===== config.mk =====
export PLATFORM = sky130hd
export DESIGN_NAME = can_signal_extract_scale
export DESIGN_NICKNAME = d
export VERILOG_FILES = /design/src/csx_pkg.sv /design/src/can_signal_extract_scale.sv
export SDC_FILE = /design/constraint.sdc
export NUM_CORES = 2
export LEC_CHECK = 0
export ABC_CLOCK_PERIOD_IN_PS = 9500
export BUFFER_PORTS_ARGS = -buffer_cell sky130_fd_sc_hd__buf_2
export CAP_MARGIN = 30
export CELL_PAD_IN_SITES_DETAIL_PLACEMENT = 2
export CELL_PAD_IN_SITES_GLOBAL_PLACEMENT = 2
export CORE_MARGIN = 5
export CORE_UTILIZATION = 25
export DETAILED_ROUTE_END_ITERATION = 10
export PLACE_DENSITY_LB_ADDON = 0.08
export SLEW_MARGIN = 20
export SYNTH_ARGS = -nofsm -noshare
export SYNTH_HDL_FRONTEND = slang
export SYNTH_SLANG_ARGS = --single-unit

===== constraint.sdc =====
create_clock -name i_clk -period 9.5 [get_ports i_clk]
set_input_delay 0 -clock i_clk [delete_from_list [all_inputs] [get_ports i_clk]]
set_output_delay 0 -clock i_clk [all_outputs]
set_load 0.02 [all_outputs]

===== src/csx_pkg.sv =====
// Package for the CAN signal extract and scale block.
// Holds the register index codes and shared types; depends on nothing.
`default_nettype none

package csx_pkg;

    typedef logic [2:0] t_cfg_idx;

    localparam t_cfg_idx CFG_START_BIT      = 3'd0;
    localparam t_cfg_idx CFG_SIGNAL_WIDTH   = 3'd1;
    localparam t_cfg_idx CFG_MOTOROLA_ORDER = 3'd2;
    localparam t_cfg_idx CFG_SIGNED_VALUE   = 3'd3;
    localparam t_cfg_idx CFG_SCALE_FACTOR   = 3'd4;
    localparam t_cfg_idx CFG_SCALE_OFFSET   = 3'd5;

    localparam int unsigned FRAME_W = 64;
    localparam int unsigned RAW_W   = 32;
    localparam int unsigned PHYS_W  = 64;

    typedef logic [5:0]         t_bitpos;
    typedef logic [RAW_W-1:0]   t_raw;
    typedef logic [PHYS_W-1:0]  t_phys;

    localparam t_bitpos RST_START_BIT    = 6'd0;
    localparam t_bitpos RST_SIGNAL_WIDTH = 6'd8;
    localparam logic signed [31:0] RST_SCALE_FACTOR = 32'sd65536;
    localparam logic signed [31:0] RST_SCALE_OFFSET = 32'sd0;

    localparam logic signed [PHYS_W-1:0] PHYS_MAX = {1'b0, {(PHYS_W-1){1'b1}}};
    localparam logic signed [PHYS_W-1:0] PHYS_MIN = {1'b1, {(PHYS_W-1){1'b0}}};

endpackage

`default_nettype wire


===== src/can_signal_extract_scale.sv =====
// Top level of the CAN signal extract and scale block: four-stage pipeline.
// Depends on csx_pkg for register codes, types and saturation limits.
//
// Channel   Direction  Handshake             Payload
// command   in         start (busy is low)   i_frame_bytes[63:0]
// result    out        o_done, one cycle     o_raw_field[31:0], o_physical_value[63:0]
// config    in         i_cfg_we              i_cfg_idx[2:0], i_cfg_data[31:0]
//
// One transaction enters per cycle; each result passes the stage 1, 2 and 3 registers and the output registers.
// Stages: field shift, mask and sign extension, 33x32 multiply, offset add with saturation.
// busy is always low: the pipeline never stalls, since the receiver cannot hold results.
// Synchronous active-low reset clears the valid bits and loads the register reset values.
`default_nettype none

module can_signal_extract_scale
    import csx_pkg::*;
(
    input  wire logic        i_clk,
    input  wire logic        i_rst_n,
    input  wire logic        start,
    output logic             busy,
    input  wire logic [63:0] i_frame_bytes,
    output logic             o_done,
    output logic [31:0]      o_raw_field,
    output logic signed [63:0] o_physical_value,
    input  wire logic        i_cfg_we,
    input  wire logic [2:0]  i_cfg_idx,
    input  wire logic [31:0] i_cfg_data
);

    t_bitpos            r_start_bit;
    t_bitpos            r_signal_width;
    logic               r_motorola;
    logic               r_signed;
    logic signed [31:0] r_factor;
    logic signed [31:0] r_offset;

    always_ff @(posedge i_clk) begin
        if (!i_rst_n) begin
            r_start_bit    <= RST_START_BIT;
            r_signal_width <= RST_SIGNAL_WIDTH;
            r_motorola     <= 1'b0;
            r_signed       <= 1'b0;
            r_factor       <= RST_SCALE_FACTOR;
            r_offset       <= RST_SCALE_OFFSET;
        end else if (i_cfg_we) begin
            case (t_cfg_idx'(i_cfg_idx))
                CFG_START_BIT:      r_start_bit    <= i_cfg_data[5:0];
                CFG_SIGNAL_WIDTH:   r_signal_width <= i_cfg_data[5:0];
                CFG_MOTOROLA_ORDER: r_motorola     <= i_cfg_data[0];
                CFG_SIGNED_VALUE:   r_signed       <= i_cfg_data[0];
                CFG_SCALE_FACTOR:   r_factor       <= $signed(i_cfg_data);
                CFG_SCALE_OFFSET:   r_offset       <= $signed(i_cfg_data);
                default: ;
            endcase
        end
    end

    assign busy = 1'b0;

    t_bitpos      width;
    t_bitpos      moto_msb;
    logic [6:0]   moto_shift;
    logic [63:0]  frame_swap;
    logic [95:0]  intel_word;
    logic [95:0]  moto_word;
    t_raw         n_s1_ext;

    assign width    = (r_signal_width > 6'd32) ? 6'd32 : r_signal_width;
    assign moto_msb = {r_start_bit[5:3], ~r_start_bit[2:0]};

    always_comb begin
        for (int b = 0; b < 8; b++) begin
            frame_swap[8*b +: 8] = i_frame_bytes[8*(7-b) +: 8];
        end
        moto_shift = 7'd96 - {1'b0, moto_msb} - {1'b0, width};
        intel_word = {32'b0, i_frame_bytes} >> r_start_bit;
        moto_word  = {frame_swap, 32'b0} >> moto_shift;
        n_s1_ext   = r_motorola ? moto_word[31:0] : intel_word[31:0];
    end

    // stage 1: shifted field
    logic r_s1_vld;
    t_raw r_s1_ext;

    always_ff @(posedge i_clk) begin
        if (!i_rst_n) begin
            r_s1_vld <= 1'b0;
        end else begin
            r_s1_vld <= start & ~busy;
        end
    end

    always_ff @(posedge i_clk) begin
        r_s1_ext <= n_s1_ext;
    end

    t_raw       mask;
    logic [4:0] sign_pos;
    t_raw       n_s2_raw;

    always_comb begin
        sign_pos = 5'(width - 6'd1);
        if (width == 6'd0) begin
            mask = '0;
        end else begin
            mask = {RAW_W{1'b1}} >> (6'd32 - width);
        end
        n_s2_raw = r_s1_ext & mask;
        if (r_signed && width != 6'd0 && width != 6'd32 && n_s2_raw[sign_pos]) begin
            n_s2_raw = n_s2_raw | ~mask;
        end
    end

    // stage 2: masked and extended raw value
    logic r_s2_vld;
    t_raw r_s2_raw;

    always_ff @(posedge i_clk) begin
        if (!i_rst_n) begin
            r_s2_vld <= 1'b0;
        end else begin
            r_s2_vld <= r_s1_vld;
        end
    end

    always_ff @(posedge i_clk) begin
        r_s2_raw <= n_s2_raw;
    end

    logic signed [32:0] raw_ext;
    logic signed [64:0] product;

    assign raw_ext = r_signed ? $signed({r_s2_raw[31], r_s2_raw})
                              : $signed({1'b0, r_s2_raw});
    assign product = raw_ext * r_factor;

    // stage 3: product
    logic               r_s3_vld;
    t_raw               r_s3_raw;
    logic signed [63:0] r_s3_prod;

    always_ff @(posedge i_clk) begin
        if (!i_rst_n) begin
            r_s3_vld <= 1'b0;
        end else begin
            r_s3_vld <= r_s2_vld;
        end
    end

    always_ff @(posedge i_clk) begin
        r_s3_raw  <= r_s2_raw;
        r_s3_prod <= product[63:0];
    end

    logic signed [65:0] sum;
    logic signed [63:0] n_phys;

    always_comb begin
        sum = {{2{r_s3_prod[63]}}, r_s3_prod} + {{34{r_offset[31]}}, r_offset};
        if (sum > $signed({{2{1'b0}}, PHYS_MAX})) begin
            n_phys = PHYS_MAX;
        end else if (sum < $signed({{2{1'b1}}, PHYS_MIN})) begin
            n_phys = PHYS_MIN;
        end else begin
            n_phys = sum[63:0];
        end
    end

    // stage 4: output registers
    always_ff @(posedge i_clk) begin
        if (!i_rst_n) begin
            o_done <= 1'b0;
        end else begin
            o_done <= r_s3_vld;
        end
    end

    always_ff @(posedge i_clk) begin
        o_raw_field      <= r_s3_raw;
        o_physical_value <= n_phys;
    end

endmodule

`default_nettype wire


==> impl_metrics.json <==
{
  "status": "finished, final reports clean",
  "grt_pass1_vias": 52880,
  "clk_pin_slew_ps": 60,
  "cts_resized": 0,
  "finClkSkew_ps": 51.97,
  "detailroute.via_count": 46000,
  "finalWeightedCongestion": 0.8185,
  "cp-start-kind": "register",
  "fin_util": 0.2816,
  "setup_viol": 0,
  "powerDensity_mw_per_mm2": 88.09,
  "clkSinkCount": 338,
  "area_growth_pct": 12.03,
  "core.rowCount": 177,
  "routedWlPerCell_um": 25.83,
  "dieWidth_um": 493.8,
  "insertion_delay_ps": 700,
  "stdcell_count": 9742,
  "antenna_found_initial": 23,
  "synth_edf_count": 0,
  "nets": 8030,
  "crit_arrival_ps": 9190,
  "placed_cells": 9589,
  "synth-main-ff-cell": "dfxtp_1",
  "setup_tns_ps": 0,
  "setup_ws_ps": 943.5,
  "pin_count": 201,
  "place_hpwl_mm": 203.5,
  "crit_required_ps": 10130,
  "drt_iter0_markers": 2308,
  "worst_setup_path_end_kind": "register",
  "p_clk_frac": 0.347,
  "drive_gt1_frac": 0.09942,
  "grtUsageTotal": 0.2063,
  "grt_setup_unrepaired": "no",
  "critPathKind": "register to register",
  "slew_violations": 0,
  "rr_worst_depth": 23,
  "cts_setup_buffers": 0,
  "hold_viol_final": 0,
  "drtPass1Iterations": 5,
  "p_leak_nw": 29.77,
  "cp_num_cells": 23,
  "placed_area_mm2": 0.06331,
  "min_period_ps": 8556,
  "final_cell_mix": "fa_1 (1104), inv_1 (1031), nand2_1 (976)",
  "dp_slack_ps": 756.2,
  "coreArea_mm2": 0.2328,
  "final_area_mm2": 0.06555,
  "postRouteAntennaNets": 0,
  "cts-root-buf": "clkbuf_16",
  "h-tree-depth": 2,
  "path_cells": "buf_4, nand2_1, fa_1, fa_1, fa_1, fa_1, inv_1, fa_1, fa_1, fa_1, fa_1, ha_1, a21oi_1, o21ai_0, a221oi_1, o221ai_1, a32oi_1, a21oi_1, nor4b_1, buf_4, nor3_1, a221oi_1, xnor2_1",
  "critical_path.max_stage_delay_ps": 770,
  "slew_headroom": 0.2908,
  "synth.cell_area_mm2": 0.05852,
  "crit_top_cell": "fa_1",
  "hold_ws_ps": 138.2,
  "grt-ovfl-total": 0,
  "syn_area_per_cell_um2": 8.974,
  "wl_mm": 251.6,
  "power.share.combinational": 0.359,
  "yosys_warnings": 0,
  "final_common_cell": "fa_1",
  "avgViaCountPerCell": 4.721,
  "start_util": 0.2514,
  "die_area_mm2": 0.2438,
  "cts_tree": "yes",
  "hold_path_class": "primary input to register",
  "ys_types": 85,
  "die_h_um": 493.8,
  "grt_max_degree": 65,
  "synth-seq-cells": 338,
  "cts-buffers-inserted": 52,
  "intPower_mw": 3.432,
  "max_freq_mhz": 116.9,
  "cp_slowest_cell": "dfxtp_2",
  "p_sw_frac": 0.4056,
  "netlist_instances": 6521,
  "period_share": 0.9007,
  "cts_hold_buf": 47,
  "seqPwrFrac": 0.294,
  "worst_pin_slew_ps": 1053,
  "ys_seq_area_frac": 0.1156,
  "cp_num_buf_inv": 3,
  "reg2reg_slack_ps": 940,
  "port-buffer-count": 199,
  "async_reset_ff_frac": 0,
  "crit_family": "adder cells",
  "netSwitchingPower_mw": 2.342,
  "peakVddDrop_mv": 0.1571,
  "cp_max_fo": 17,
  "clockBufferDepth": 3,
  "grt_pass1_wl_mm": 373.2,
  "min_delay_path_depth": 4,
  "fin_total_pwr_mw": 5.775,
  "drc": 0,
  "maxCapViolCount": 0,
  "syn-num-nets": 7992
}
==> flip-flops by register name, summed over array words and instances (netlist names), 6 cells and up <==
signal	flops
o_physical_value	64
r_s3_prod	64
o_raw_field	32
r_factor	32
r_offset	32
r_s1_ext	32
r_s2_raw	32
r_s3_raw	32
r_signal_width	6
r_start_bit	6
==> power groups by stage <==
stage	Clock (mW)	Sequential, mW	Combinational [mW]
floorplan	0	1.74	1.17
finish	2.00	1.70	2.07
CTS	2.11	1.70	2.10
global placement	0	1.74	2.04
detailed placement	0	1.73	2.08
global route	2.15	1.72	2.27
==> layout make-up <==
| type | count | area [um^2] |
|---|---|---|
| inverters | 1037 | 3892 |
| flip-flops and latches | 338 | 6797 |
| fillers | 26130 | 167200 |
| diodes | 12 | 30.03 |
| clock inverters | 25 | 295.3 |
| multi-input cells | 4729 | 46320 |
| repair buffers | 401 | 2867 |
| clock buffers | 68 | 1431 |
| well taps | 3132 | 3919 |
==> routing by layer <==
metal  GRT usage  share of wire  vias up
li1            -              -    20530
met1      0.3099           0.50    24580
met2      0.3208           0.44      763
met3     0.02882          0.045      122
met4     0.02980          0.015        0
met5           0              0        -
==> cell families (layout without fill, tap and decap cells) <==
logic type                 Yosys count  count (layout)  synth area share
AOI/OAI and AO/OA                  907             907           0.09718
xor gates and xnor gates           139             139           0.02080
adders and majority gates         1375            1375            0.4356
buffers and inverters             1454            1531           0.09453
DFF                                338             338            0.1156
muxes                              307             307           0.07558
other                                1              13        0.00006408
and+or+nand+nor                   2000            2000            0.1606
==> worst min-delay path, stage by stage <==
cell,delay (ps)
dlygate4sd3_1,530
buf_2,140
nand2_1,50
a21boi_0,60
==> cells in the mapped netlist, types with 46 or more instances <==
master / count / area (um^2)
nor2_1: 241 / 904.6
and2_1: 537 / 3359
fa_1: 1105 / 22120
a21o_1: 74 / 555.5
nand2_1: 976 / 3664
mux2i_1: 146 / 1461
mux4_2: 102 / 2297
ha_1: 263 / 3291
clkbuf_1: 363 / 1363
a21oi_1: 258 / 1291
mux2_2: 59 / 664.4
inv_1: 1032 / 3874
nor3_1: 46 / 230.2
o21ai_0: 236 / 1181
xnor2_1: 94 / 823.3
dfxtp_1: 338 / 6766
a21boi_0: 70 / 525.5
==> path summary, 6_finish.rpt <==
kind | startpoint | to
worst max-delay path | r_s2_raw[18] | r_s3_prod[63]
worst min-delay path | i_cfg_data[22] | r_factor[22]
worst max register to register | r_s2_raw[18] | r_s3_prod[63]
worst min register to register | r_s3_raw[27] | o_raw_field[27]
Power figures use the tool's default switching activity.
